<file path="config.mk">
export PLATFORM = sky130hd
export DESIGN_NAME = md5_byte_stream_hasher
export DESIGN_NICKNAME = d
export VERILOG_FILES = /design/src/rtl/md5_pkg.sv /design/src/rtl/md5_dpath.sv /design/src/rtl/md5_ctrl.sv /design/src/rtl/md5_byte_stream_hasher.sv
export SDC_FILE = /design/constraint.sdc
export NUM_CORES = 2
export LEC_CHECK = 0
export BUFFER_PORTS_ARGS = -buffer_cell sky130_fd_sc_hd__buf_2
export CORE_MARGIN = 5
export CORE_UTILIZATION = 25
export DETAILED_ROUTE_END_ITERATION = 6
export PLACE_DENSITY_LB_ADDON = 0.25
export REMOVE_ABC_BUFFERS = 1
export SETUP_SLACK_MARGIN = 0.2
export SLEW_MARGIN = 10
export SYNTH_ARGS = -nofsm -noshare
export SYNTH_HDL_FRONTEND = slang
export SYNTH_SLANG_ARGS = --single-unit
export TNS_END_PERCENT = 30
</file>
<file path="constraint.sdc">
create_clock -name i_clk -period 14.95 [get_ports i_clk]
set_input_delay 1.495 -clock i_clk [delete_from_list [all_inputs] [get_ports i_clk]]
set_output_delay 1.495 -clock i_clk [all_outputs]
set_load 0.005 [all_outputs]
</file>
<file path="src/rtl/md5_pkg.sv">
// Shared types, constants and round functions for the MD5 stream hasher.
`timescale 1ns / 1ps

package md5_pkg;

    // Initial chaining vector
    localparam logic [31:0] IV_A = 32'h67452301;
    localparam logic [31:0] IV_B = 32'hefcdab89;
    localparam logic [31:0] IV_C = 32'h98badcfe;
    localparam logic [31:0] IV_D = 32'h10325476;

    localparam logic [7:0] PAD_MARK_BYTE = 8'h80;
    localparam logic [5:0] LEN_OFFSET    = 6'd56;
    localparam logic [5:0] LAST_POS      = 6'd63;

    // Datapath operation for one cycle
    typedef enum logic [2:0] {
        OP_NONE,
        OP_LOAD,
        OP_PRE,
        OP_ROUND,
        OP_ADD,
        OP_FINISH
    } t_op;

    // Kind of padding byte written
    typedef enum logic [1:0] {
        PAD_MARK,
        PAD_ZERO,
        PAD_LEN
    } t_pad;

    typedef struct packed {
        t_op        op;
        logic       wr_en;
        logic       wr_pad;
        logic [5:0] wr_addr;
        t_pad       pad_kind;
        logic       cnt_inc;
        logic [5:0] round;
        logic [5:0] rd_step;
        logic [5:0] k_step;
    } t_cmd;

    typedef struct packed {
        logic [5:0] count_lo;
        logic       out_busy;
    } t_status;

    function automatic logic [31:0] step_const(input logic [5:0] i);
        logic [31:0] k;
        case (i)
            6'd0:  k = 32'hd76aa478;  6'd1:  k = 32'he8c7b756;
            6'd2:  k = 32'h242070db;  6'd3:  k = 32'hc1bdceee;
            6'd4:  k = 32'hf57c0faf;  6'd5:  k = 32'h4787c62a;
            6'd6:  k = 32'ha8304613;  6'd7:  k = 32'hfd469501;
            6'd8:  k = 32'h698098d8;  6'd9:  k = 32'h8b44f7af;
            6'd10: k = 32'hffff5bb1;  6'd11: k = 32'h895cd7be;
            6'd12: k = 32'h6b901122;  6'd13: k = 32'hfd987193;
            6'd14: k = 32'ha679438e;  6'd15: k = 32'h49b40821;
            6'd16: k = 32'hf61e2562;  6'd17: k = 32'hc040b340;
            6'd18: k = 32'h265e5a51;  6'd19: k = 32'he9b6c7aa;
            6'd20: k = 32'hd62f105d;  6'd21: k = 32'h02441453;
            6'd22: k = 32'hd8a1e681;  6'd23: k = 32'he7d3fbc8;
            6'd24: k = 32'h21e1cde6;  6'd25: k = 32'hc33707d6;
            6'd26: k = 32'hf4d50d87;  6'd27: k = 32'h455a14ed;
            6'd28: k = 32'ha9e3e905;  6'd29: k = 32'hfcefa3f8;
            6'd30: k = 32'h676f02d9;  6'd31: k = 32'h8d2a4c8a;
            6'd32: k = 32'hfffa3942;  6'd33: k = 32'h8771f681;
            6'd34: k = 32'h6d9d6122;  6'd35: k = 32'hfde5380c;
            6'd36: k = 32'ha4beea44;  6'd37: k = 32'h4bdecfa9;
            6'd38: k = 32'hf6bb4b60;  6'd39: k = 32'hbebfbc70;
            6'd40: k = 32'h289b7ec6;  6'd41: k = 32'heaa127fa;
            6'd42: k = 32'hd4ef3085;  6'd43: k = 32'h04881d05;
            6'd44: k = 32'hd9d4d039;  6'd45: k = 32'he6db99e5;
            6'd46: k = 32'h1fa27cf8;  6'd47: k = 32'hc4ac5665;
            6'd48: k = 32'hf4292244;  6'd49: k = 32'h432aff97;
            6'd50: k = 32'hab9423a7;  6'd51: k = 32'hfc93a039;
            6'd52: k = 32'h655b59c3;  6'd53: k = 32'h8f0ccc92;
            6'd54: k = 32'hffeff47d;  6'd55: k = 32'h85845dd1;
            6'd56: k = 32'h6fa87e4f;  6'd57: k = 32'hfe2ce6e0;
            6'd58: k = 32'ha3014314;  6'd59: k = 32'h4e0811a1;
            6'd60: k = 32'hf7537e82;  6'd61: k = 32'hbd3af235;
            6'd62: k = 32'h2ad7d2bb;  6'd63: k = 32'heb86d391;
            default: k = 32'h0;
        endcase
        return k;
    endfunction

    // Left-rotate amount per round group and step within the group of four
    function automatic logic [4:0] rot_amount(input logic [5:0] i);
        logic [4:0] s;
        case ({i[5:4], i[1:0]})
            4'h0: s = 5'd7;   4'h1: s = 5'd12;  4'h2: s = 5'd17;  4'h3: s = 5'd22;
            4'h4: s = 5'd5;   4'h5: s = 5'd9;   4'h6: s = 5'd14;  4'h7: s = 5'd20;
            4'h8: s = 5'd4;   4'h9: s = 5'd11;  4'ha: s = 5'd16;  4'hb: s = 5'd23;
            4'hc: s = 5'd6;   4'hd: s = 5'd10;  4'he: s = 5'd15;  4'hf: s = 5'd21;
            default: s = 5'd0;
        endcase
        return s;
    endfunction

    // Message word used by step i
    function automatic logic [3:0] msg_index(input logic [5:0] i);
        logic [3:0] g;
        case (i[5:4])
            2'd0:    g = i[3:0];
            2'd1:    g = 4'(4'd5 * i[3:0] + 4'd1);
            2'd2:    g = 4'(4'd3 * i[3:0] + 4'd5);
            default: g = 4'(4'd7 * i[3:0]);
        endcase
        return g;
    endfunction

    function automatic logic [31:0] round_fn(input logic [1:0] sel, input logic [31:0] b,
                                            input logic [31:0] c, input logic [31:0] d);
        logic [31:0] f;
        case (sel)
            2'd0:    f = (b & c) | (~b & d);
            2'd1:    f = (b & d) | (c & ~d);
            2'd2:    f = b ^ c ^ d;
            default: f = c ^ (b | ~d);
        endcase
        return f;
    endfunction

    function automatic logic [31:0] rotl32(input logic [31:0] x, input logic [4:0] s);
        logic [63:0] t;
        t = {x, x} << s;
        return t[63:32];
    endfunction

endpackage

</file>
<file path="src/rtl/md5_dpath.sv">
// MD5 datapath: block buffer, byte counter, chaining and working words, digest output.
`timescale 1ns / 1ps

module md5_dpath
    import md5_pkg::*;
(
    input  logic        i_clk,
    input  logic        i_rst_n,
    input  t_cmd        i_cmd,
    input  logic [7:0]  i_data,
    output t_status     o_status,
    output logic        o_m_tvalid,
    input  logic        i_m_tready,
    output logic [31:0] o_m_tdata,
    output logic [1:0]  o_m_tuser,
    output logic        o_m_tlast
);

    logic [31:0] r_mem [16];
    logic [31:0] r_rdata;
    logic [60:0] r_count;
    logic [31:0] r_chain [4];
    logic [31:0] r_wa, r_wb, r_wc, r_wd;
    logic [31:0] r_pre;
    logic [31:0] r_out_word [4];
    logic [1:0]  r_out_idx;
    logic        r_out_busy;

    logic [5:0]  w_wr_addr;
    logic [7:0]  w_wr_byte;
    logic [63:0] w_bits;
    logic [7:0]  w_len_byte;
    logic [31:0] w_f;
    logic [31:0] w_new_b;
    logic [31:0] w_k;
    logic        w_out_take;

    assign w_bits     = {r_count, 3'b000};
    assign w_len_byte = w_bits[8 * i_cmd.wr_addr[2:0] +: 8];
    assign w_wr_addr  = i_cmd.wr_pad ? i_cmd.wr_addr : r_count[5:0];

    always_comb begin
        if (!i_cmd.wr_pad) begin
            w_wr_byte = i_data;
        end else begin
            case (i_cmd.pad_kind)
                PAD_MARK: w_wr_byte = PAD_MARK_BYTE;
                PAD_LEN:  w_wr_byte = w_len_byte;
                default:  w_wr_byte = 8'h00;
            endcase
        end
    end

    assign w_k     = step_const(i_cmd.k_step);
    assign w_f     = round_fn(i_cmd.round[5:4], r_wb, r_wc, r_wd);
    assign w_new_b = r_wb + rotl32(r_pre + w_f, rot_amount(i_cmd.round));

    // byte-lane write, one registered word read per cycle
    always_ff @(posedge i_clk) begin
        if (i_cmd.wr_en) begin
            r_mem[w_wr_addr[5:2]][8 * w_wr_addr[1:0] +: 8] <= w_wr_byte;
        end
        r_rdata <= r_mem[msg_index(i_cmd.rd_step)];
    end

    // working words and the precomputed a + K + M term
    always_ff @(posedge i_clk) begin
        case (i_cmd.op)
            OP_LOAD: begin
                r_wa <= r_chain[0];
                r_wb <= r_chain[1];
                r_wc <= r_chain[2];
                r_wd <= r_chain[3];
            end
            OP_PRE: begin
                r_pre <= r_wa + w_k + r_rdata;
            end
            OP_ROUND: begin
                r_wa  <= r_wd;
                r_wd  <= r_wc;
                r_wc  <= r_wb;
                r_wb  <= w_new_b;
                r_pre <= r_wd + w_k + r_rdata;
            end
            OP_FINISH: begin
                r_out_word[0] <= r_chain[0] + r_wa;
                r_out_word[1] <= r_chain[1] + r_wb;
                r_out_word[2] <= r_chain[2] + r_wc;
                r_out_word[3] <= r_chain[3] + r_wd;
            end
            default: begin
            end
        endcase
    end

    assign w_out_take = r_out_busy && i_m_tready;

    always_ff @(posedge i_clk) begin
        if (!i_rst_n) begin
            r_chain[0] <= IV_A;
            r_chain[1] <= IV_B;
            r_chain[2] <= IV_C;
            r_chain[3] <= IV_D;
            r_count    <= '0;
            r_out_busy <= 1'b0;
            r_out_idx  <= '0;
        end else begin
            if (i_cmd.cnt_inc) begin
                r_count <= r_count + 61'd1;
            end
            if (w_out_take) begin
                r_out_idx <= r_out_idx + 2'd1;
                if (r_out_idx == 2'd3) begin
                    r_out_busy <= 1'b0;
                end
            end
            case (i_cmd.op)
                OP_ADD: begin
                    r_chain[0] <= r_chain[0] + r_wa;
                    r_chain[1] <= r_chain[1] + r_wb;
                    r_chain[2] <= r_chain[2] + r_wc;
                    r_chain[3] <= r_chain[3] + r_wd;
                end
                OP_FINISH: begin
                    r_chain[0] <= IV_A;
                    r_chain[1] <= IV_B;
                    r_chain[2] <= IV_C;
                    r_chain[3] <= IV_D;
                    r_count    <= '0;
                    r_out_busy <= 1'b1;
                    r_out_idx  <= '0;
                end
                default: begin
                end
            endcase
        end
    end

    assign o_status.count_lo = r_count[5:0];
    assign o_status.out_busy = r_out_busy;

    assign o_m_tvalid = r_out_busy;
    assign o_m_tdata  = r_out_word[r_out_idx];
    assign o_m_tuser  = r_out_idx;
    assign o_m_tlast  = (r_out_idx == 2'd3);

    // digest words leave strictly in order A, B, C, D
    ap_out_step: assert property (@(posedge i_clk) disable iff (!i_rst_n)
        (w_out_take && r_out_idx != 2'd3 && i_cmd.op != OP_FINISH)
            |=> (r_out_busy && r_out_idx == $past(r_out_idx) + 2'd1))
        else $error("digest word index did not advance");

endmodule

</file>
<file path="src/rtl/md5_ctrl.sv">
// MD5 controller: input acceptance, padding sequencer and compression round counter.
`timescale 1ns / 1ps

module md5_ctrl
    import md5_pkg::*;
(
    input  logic    i_clk,
    input  logic    i_rst_n,
    input  logic    i_s_tvalid,
    output logic    o_s_tready,
    input  logic    i_has_byte,
    input  logic    i_last_byte,
    input  t_status i_status,
    output t_cmd    o_cmd
);

    typedef enum logic [2:0] {
        S_IDLE,
        S_PAD,
        S_LOAD,
        S_PRE,
        S_ROUND,
        S_ADD
    } t_state;

    t_state     r_state, n_state;
    logic [5:0] r_step,  n_step;
    logic [5:0] r_pos,   n_pos;
    logic       r_first, n_first;
    logic       r_len_ok, n_len_ok;
    logic       r_padding, n_padding;
    logic       r_end,   n_end;
    logic       r_final, n_final;

    logic       w_accept;
    logic [5:0] w_start;

    assign o_s_tready = (r_state == S_IDLE);
    assign w_accept   = i_s_tvalid && o_s_tready;
    // padding begins after the byte of this request, if it carries one
    assign w_start    = i_has_byte ? 6'(i_status.count_lo + 6'd1) : i_status.count_lo;

    always_comb begin
        n_state   = r_state;
        n_step    = r_step;
        n_pos     = r_pos;
        n_first   = r_first;
        n_len_ok  = r_len_ok;
        n_padding = r_padding;
        n_end     = r_end;
        n_final   = r_final;
        o_cmd          = '0;
        o_cmd.op       = OP_NONE;
        o_cmd.pad_kind = PAD_ZERO;

        case (r_state)
            S_IDLE: begin
                if (w_accept) begin
                    if (i_has_byte) begin
                        o_cmd.wr_en   = 1'b1;
                        o_cmd.cnt_inc = 1'b1;
                    end
                    if (i_has_byte && i_status.count_lo == LAST_POS) begin
                        n_end     = i_last_byte;
                        n_padding = 1'b0;
                        n_final   = 1'b0;
                        n_state   = S_LOAD;
                    end else if (i_last_byte) begin
                        n_pos     = w_start;
                        n_first   = 1'b1;
                        n_len_ok  = (w_start < LEN_OFFSET);
                        n_padding = 1'b1;
                        n_state   = S_PAD;
                    end
                end
            end
            S_PAD: begin
                o_cmd.wr_en   = 1'b1;
                o_cmd.wr_pad  = 1'b1;
                o_cmd.wr_addr = r_pos;
                if (r_first) begin
                    o_cmd.pad_kind = PAD_MARK;
                end else if (r_len_ok && r_pos >= LEN_OFFSET) begin
                    o_cmd.pad_kind = PAD_LEN;
                end
                n_first = 1'b0;
                n_pos   = 6'(r_pos + 6'd1);
                if (r_pos == LAST_POS) begin
                    n_final = r_len_ok;
                    n_state = S_LOAD;
                end
            end
            S_LOAD: begin
                o_cmd.op      = OP_LOAD;
                o_cmd.rd_step = 6'd0;
                n_step        = 6'd0;
                n_state       = S_PRE;
            end
            S_PRE: begin
                o_cmd.op      = OP_PRE;
                o_cmd.rd_step = 6'd1;
                o_cmd.k_step  = 6'd0;
                n_state       = S_ROUND;
            end
            S_ROUND: begin
                o_cmd.op      = OP_ROUND;
                o_cmd.round   = r_step;
                o_cmd.rd_step = 6'(r_step + 6'd2);
                o_cmd.k_step  = 6'(r_step + 6'd1);
                n_step        = 6'(r_step + 6'd1);
                if (r_step == LAST_POS) begin
                    n_state = S_ADD;
                end
            end
            S_ADD: begin
                if (r_final) begin
                    // hold until the previous digest has drained
                    if (!i_status.out_busy) begin
                        o_cmd.op  = OP_FINISH;
                        n_final   = 1'b0;
                        n_padding = 1'b0;
                        n_end     = 1'b0;
                        n_state   = S_IDLE;
                    end
                end else begin
                    o_cmd.op = OP_ADD;
                    if (r_padding || r_end) begin
                        n_pos     = 6'd0;
                        n_first   = !r_padding;
                        n_len_ok  = 1'b1;
                        n_padding = 1'b1;
                        n_end     = 1'b0;
                        n_state   = S_PAD;
                    end else begin
                        n_state = S_IDLE;
                    end
                end
            end
            default: begin
                n_state = S_IDLE;
            end
        endcase
    end

    always_ff @(posedge i_clk) begin
        if (!i_rst_n) begin
            r_state   <= S_IDLE;
            r_step    <= '0;
            r_pos     <= '0;
            r_first   <= 1'b0;
            r_len_ok  <= 1'b0;
            r_padding <= 1'b0;
            r_end     <= 1'b0;
            r_final   <= 1'b0;
        end else begin
            r_state   <= n_state;
            r_step    <= n_step;
            r_pos     <= n_pos;
            r_first   <= n_first;
            r_len_ok  <= n_len_ok;
            r_padding <= n_padding;
            r_end     <= n_end;
            r_final   <= n_final;
        end
    end

    ap_rounds_end: assert property (@(posedge i_clk) disable iff (!i_rst_n)
        (r_state == S_ROUND && r_step == LAST_POS) |=> (r_state == S_ADD))
        else $error("compression did not end after the last round");

    ap_rounds_start: assert property (@(posedge i_clk) disable iff (!i_rst_n)
        $rose(r_state == S_ROUND) |-> (r_step == 6'd0 && $past(r_state == S_PRE)))
        else $error("rounds entered without preload");

    ap_finish_free: assert property (@(posedge i_clk) disable iff (!i_rst_n)
        (o_cmd.op == OP_FINISH) |-> !i_status.out_busy)
        else $error("digest overwritten before it was taken");

endmodule

</file>
<file path="src/rtl/md5_byte_stream_hasher.sv">
// Top level of the MD5 byte stream hasher: controller plus datapath.
//
//  channel  | dir | tdata                 | tuser          | tlast
//  ---------+-----+-----------------------+----------------+-----------
//  s (in)   | in  | [7:0] data_byte       | [0] has_byte   | last_byte
//  m (out)  | out | [31:0] digest_word    | [1:0] word_idx | last_word
//
// A byte request is accepted only while idle; one that fills the 64-byte block
// adds a compression (load, preload, 64 rounds, add) before the next is taken.
// The last request adds a padding write per byte from the marker to the block
// end and a compression; a marker at offset 56 or later adds a second padded
// block and compression. Reset (synchronous) loads the initial vector, clears
// the count and the output valid and index. A second digest waits for the first.
`timescale 1ns / 1ps

module md5_byte_stream_hasher
    import md5_pkg::*;
(
    input  logic        i_clk,
    input  logic        i_rst_n,
    input  logic        s_tvalid,
    output logic        s_tready,
    input  logic [7:0]  s_tdata,   // [7:0] data_byte
    input  logic        s_tuser,   // [0] has_byte
    input  logic        s_tlast,   // last_byte
    output logic        m_tvalid,
    input  logic        m_tready,
    output logic [31:0] m_tdata,   // [31:0] digest_word
    output logic [1:0]  m_tuser,   // [1:0] word_index
    output logic        m_tlast    // last_word
);

    t_cmd    w_cmd;
    t_status w_status;

    md5_ctrl u_ctrl (
        .i_clk       (i_clk),
        .i_rst_n     (i_rst_n),
        .i_s_tvalid  (s_tvalid),
        .o_s_tready  (s_tready),
        .i_has_byte  (s_tuser),
        .i_last_byte (s_tlast),
        .i_status    (w_status),
        .o_cmd       (w_cmd)
    );

    md5_dpath u_dpath (
        .i_clk      (i_clk),
        .i_rst_n    (i_rst_n),
        .i_cmd      (w_cmd),
        .i_data     (s_tdata),
        .o_status   (w_status),
        .o_m_tvalid (m_tvalid),
        .i_m_tready (m_tready),
        .o_m_tdata  (m_tdata),
        .o_m_tuser  (m_tuser),
        .o_m_tlast  (m_tlast)
    );

endmodule
</file>
# Yosys cells after proc, flatten, opt, wreduce, memory -nomap -nowiden
# Memory sizes are Yosys's and may differ from the RTL's. A register that Yosys moved wholly into a read port is not among the register bits.
# Cells that the tools add are included.
# word_totals
reg_bits,244
ramBits,768
romBits,2128
in_bits,14
elab_cells,216
mem_count,5
# mem_list
memory,depth,word_bits,read_ports,rd_clocked_by_memory_dff,wr,line_no,source
(no name shown),64,32,1,0,0,md5_pkg.sv:52,case (i)
u_dpath.r_mem,16,32,1,1,1,md5_dpath.sv:19,logic [31:0] r_mem [16];
u_dpath.r_chain,4,32,4,0,4,md5_dpath.sv:22,logic [31:0] r_chain [4];
u_dpath.r_out_word,4,32,1,1,4,md5_dpath.sv:25,logic [31:0] r_out_word [4];
(no name shown),16,5,1,0,0,md5_pkg.sv:93,"case ({i[5:4], i[1:0]})"
# op_classes
add_sub_neg,19
multipliers,3
n_lt_le_gt_ge,2
eq_ne,30
shifts,4
n_mux,91
n_bitwise,21
reduce_logical,25
# ops
cell,n
$add A32 B32 Y32,10
$pmux W32 S2,5
$mux W32,9
$and A32 B32 Y32,4
$or A32 B32 Y32,3
$pmux W32 S3,1
$xor A32 B32 Y32,3
$not A32 Y32,2
$shiftx A64 B7 Y8,1
$shl A64 B5 Y64,1
$add A61 B1 Y61 const B,1
$mux W6,9
$mux W1,39
$neg A5 Y34,1
$shift A8 B34 Y32 const A,1
$shiftx A8 B34 Y32,1
$mux W3,9
$pmux W6 S2,2
$add A6 B1 Y6 const B,3
$eq A6 B6 Y1 const B,3
$pmux W3 S6,1
$pmux W6 S3,1
$pmux W8 S2,1
$reduce_and A5 Y1,3
37 further kinds,81

# Logic depth before layout (Yosys ltp)
# depth
depth_word,9
ltp_mapped,37
ltp_nobuf,32

# Cells and area by module
# Synthesis repeated with hierarchy kept, for this count alone.
# unflattened
hier_cells,5600
area_unflattened_um2,62040.8
# modules_own_cells
mod,n_inst,cells_per_inst,area_per_inst_um2
md5_dpath,1,5353,60207.7
md5_ctrl,1,247,1833.0

# Least setup slack after synthesis
# No wires, ideal clock.
# synth_timing
path_type,reg2reg
start,register u_ctrl.r_state[1]
end,register (tool-made name)
setup_time_ps,128
arrival_time_ps,7580
slack_ps,7243
path_stages_with_launch,12
period_less_slack_ps,7707
path_cell_list,dfxtp_1 buf_2 xor2_1 nand2b_1 clkbuf_1 inv_1 o21a_1 nand2b_1 clkbuf_1 clkbuf_1 buf_1 nor2_1
# synth_lines
item,line_no,source
"start, declared",md5_ctrl.sv:26,"t_state r_state, n_state;"
"start signal, assigned",md5_ctrl.sv:156,r_state <= n_state;

# Final worst setup path
# layout_timing
start,register u_ctrl.r_state[2]
end,register u_dpath.r_wb[31] (data pin)
# layout_between
elab_chain_len,8
# layout_lines
item,line_no,source
$eq A3 B3 Y1,md5_ctrl.sv:56,case (r_state)
$mux W6,md5_ctrl.sv:56,
"$eq A2 B2 Y1, or another cell as far along",md5_pkg.sv:118,case (sel)
$pmux W32 S3,md5_pkg.sv:118,
$add A32 B32 Y32,md5_dpath.sv:56,"assign w_new_b = r_wb + rotl32(r_pre + w_f, rot_amount(i_cmd.round));"
$shl A64 B5 Y64,md5_pkg.sv:129,"t = {x, x} << s;"
$add A32 B32 Y32,md5_dpath.sv:56,
$pmux W32 S2 *,md5_dpath.sv:68,case (i_cmd.op)
"end signal, assigned",md5_dpath.sv:71,r_wb <= r_chain[1];
"end signal, assigned",md5_dpath.sv:82,r_wb <= w_new_b;
"end, declared",md5_dpath.sv:23,"logic [31:0] r_wa, r_wb, r_wc, r_wd;"
# Every way passes the cells marked *; elsewhere a longest branch is shown, timed or not.
# A chain may end at the register's enable or synchronous reset.

==> flow_summary.toml <==
[die]
initial_core_util_pct = 25.1
pin_count = 51
die_w_um = 517
coreArea_um2 = 256000
fp.dieH_um = 517
die-area_um2 = 267000
num_rows = 186

[worst_hold_path]
worstHoldPathCells = 2
hp-class = "reg -> reg"

[clock_network]
cts_tree = "yes"
post_cts_resize_count = 0
clock_sinks = 1046
cts_setup_buffers = 0
cts_buffers = 112
cts.path.max_buffers = 3
cts-root-buf = "clkbuf_16"
cts_hold_buf = 0
h-tree-depth = 3
clk_pin_slew_worst_paths_ns = 0.06
worstSkewPairLatency_ns = 0.78

[synth]
synth_area_um2 = 64200
synthCells = 6211
synthAdderAreaFrac_pct = 8.47
synthMuxAreaShare_pct = 8.01
avgSynthCellArea_um2 = 10.3
ys_seq_elements = 1046
synth_simple_gate_area_share_pct = 14.1
synth_top_family_by_area = "compound AO/OA/AOI/OAI gates"
synth-compound-area-share_pct = 15.5
yosys_warnings = 0
synth_xor_area_share_pct = 3.96
synthArstFlopShare_pct = 0
yosysUniqueCellTypes = 103
synth_edf_count = 864
ys_seq_area_share_pct = 46.1
synth-main-ff-cell = "edfxtp_1"

[finish]
multi_input_area_um2 = 32300
drive_above_1_share_pct = 10.3
areaGrowthSynthToFinish_pct = 12.1
finalNetCount = 6507
seq_area_um2 = 29600
fillerInstances = 26604

[flow_run]
max-cap-violations = 0

[place]
portBuffers = 50
gp_congestion = 0.880
place_ws_ns = 5.64
dp_hpwl_um = 153000

[drt]
wl_per_cell_um = 22.0
wl_um = 211000
vias = 48512
via_per_inst = 5.04
drtIter0Drc = 4304
first_pass_iters = 6
ant_nets = 0
remaining_drc_errors = 0

[timing]
slew_violations = 0
clock_skew_ns = 0.0767
worstMarginPinSlew_ns = 1.25
fin_ws_ns = 5.58
grt_setup_unrepaired = "no"
hold_viol = 0
worst_slew_margin_rel_pct = 16.2
fin_crit_sh_pct = 62.7
setup_tns_ns = 0
fin_crit_ns = 9.37
fmax_mhz = 107
finalSetupViolCount = 0
finalHoldWorstSlack_ns = 0.479

[setup_path]
slowest_delay_ns = 0.79
crit_path_start_kind = "flip-flop"
reg2reg_depth = 31
cp_slowest_cell = "dfxtp_1"
critPathCaptureType = "flip-flop"
crit_fanout = 99
crit_type = "reg -> reg"
cp.arrival_ns = 9.88
cp_common_cell = "o21ai_0"
worstPathRequired_ns = 15.46
r2r_slack_ns = 5.58

[global_routing]
grt_overflow_total = 0
grt_pass1_wl_um = 312000
grt_pass1_vias = 47325
grt_max_degree = 129
grt.total_usage_pct = 15.3
antenna_found_initial = 11

[status]
outcome = "finished, final reports clean"

[power]
power.leakage_nw = 24.9
vdd_ir_drop_max_mv = 0.0956
power-per-cell-area_nw_per_um2 = 99.0
## final cells by class
type                            count  share of cell area [%]
Multi-Input combinational cell   4525                    44.9
Sequential cell                  1046                    41.1
Tap cell                         3384                    5.88
Clock buffer                      140                    4.09
Inverter                          316                    1.65
Timing Repair Buffer              126                    1.21
Clock inverter                     74                    1.18
Antenna cell                        5                  0.0174
## flip-flops by register name (all words and copies together) (netlist names), 3 cells and up, named ones only
register and count:
u_dpath.r_wb 32, u_dpath.r_pre 32, u_dpath.r_wa 32, u_dpath.r_rdata 32, u_dpath.r_chain 128, u_ctrl.r_pos 6, u_dpath.r_out_word 128, u_dpath.r_count 61
u_dpath.r_mem 512, u_dpath.r_wc 32, u_ctrl.r_state 3, u_dpath.r_wd 32, u_ctrl.r_step 6
## logic make-up (layout without fill, tap and decap cells)
logic type               after synthesis  after routing
other                                  0              5
multiplexers                         306            306
XOR/XNOR                             290            290
adder cells (fa/ha/maj)              398            398
buffers and inverters                640            656
AND/OR/NAND/NOR                     1950           1950
AO/OA/AOI/OAI                       1581           1581
flip-flops                          1046           1046
## worst paths after layout
kind                                        startpoint                     end
worst min-delay path            u_dpath.r_chain[3][25]  u_dpath.r_chain[3][25]
worst max register to register       u_ctrl.r_state[2]        u_dpath.r_wb[31]
worst max-delay path                 u_ctrl.r_state[2]        u_dpath.r_wb[31]
worst min register to register  u_dpath.r_chain[3][25]  u_dpath.r_chain[3][25]
## where the power goes
part	total, mW	leakage [nW]	switching, mW	internal, mW
logic	0.961	14.4	0.622	0.339
registers	3.27	8.66	0.0469	3.22
clock network	2.90	1.84	1.27	1.63
## layer usage
metal,GRT usage (%),wire (um),share of wire [%]
met3,1.98,10900,5.1
met4,4.13,5740,2.7
met5,0,13,0.0062
met1,21.9,99400,47
met2,24.4,95100,45
## synthesized netlist by cell type, drive strengths merged (26+ instances only)
library cell,count,area share [%]
nor4b,37,0.50
a21o,114,1.3
or3,38,0.38
ha,294,5.7
and3,60,0.58
o21ai,362,2.8
dfxtp,182,5.7
or2,77,0.75
nand3,99,0.77
xor2,133,1.8
mux2i,119,1.9
o221ai,28,0.38
a21oi,488,3.8
clkbuf,245,1.4
buf,79,0.58
edfxtp,864,40
nor2,447,2.6
fa,72,2.2
nand4,29,0.28
maj3,32,0.50
nand2,806,4.7
o21a,45,0.53
nand2b,68,0.66
inv,314,1.8
o211ai,44,0.51
o21bai,26,0.30
a31oi,126,1.2
mux4,164,5.8
nor2b,66,0.64
xnor2,157,2.1
a211oi,86,1.1
and2,75,0.73
nor3,85,0.67
## cells in the final DEF, fill, tap and decap left out, types with 80 or more instances in the layout
master / Yosys / layout
a211oi_1: 80 / 80
a21o_1: 114 / 114
a21oi_1: 483 / 483
a31oi_1: 126 / 126
clkbuf_16: 0 / 112
dfxtp_1: 182 / 178
edfxtp_1: 864 / 864
ha_1: 294 / 294
inv_1: 313 / 310
mux2i_1: 119 / 118
mux4_2: 164 / 164
nand2_1: 806 / 803
nand3_1: 99 / 99
nor2_1: 447 / 439
nor3_1: 84 / 84
o21ai_0: 348 / 346
xnor2_1: 157 / 154
xor2_1: 133 / 131
## critical path: cells and delay by family, from the launching register on
| kind | cells | cell delay [ns] |
|---|---|---|
| buf+inv | 2 | 1.18 |
| mux | 3 | 0.68 |
| compound gates | 16 | 3.90 |
| fa+ha+maj | 3 | 0.95 |
| simple gates | 7 | 1.59 |
| flops | 1 | 0.79 |
## through the flow
stage                     cell area (um2)  total power, mW  instances  util [%]
after detailed placement            68200             4.29       9396      26.6
after global placement              68200             4.28       9396      26.6
final                               72000             7.13       9616      28.1
after global routing                72000             7.42       9612      28.1
after CTS                           72000             7.20       9610      28.1
after floorplan                     62900             3.97       5887         -
Note: power is estimated with default switching activity, not from simulation.
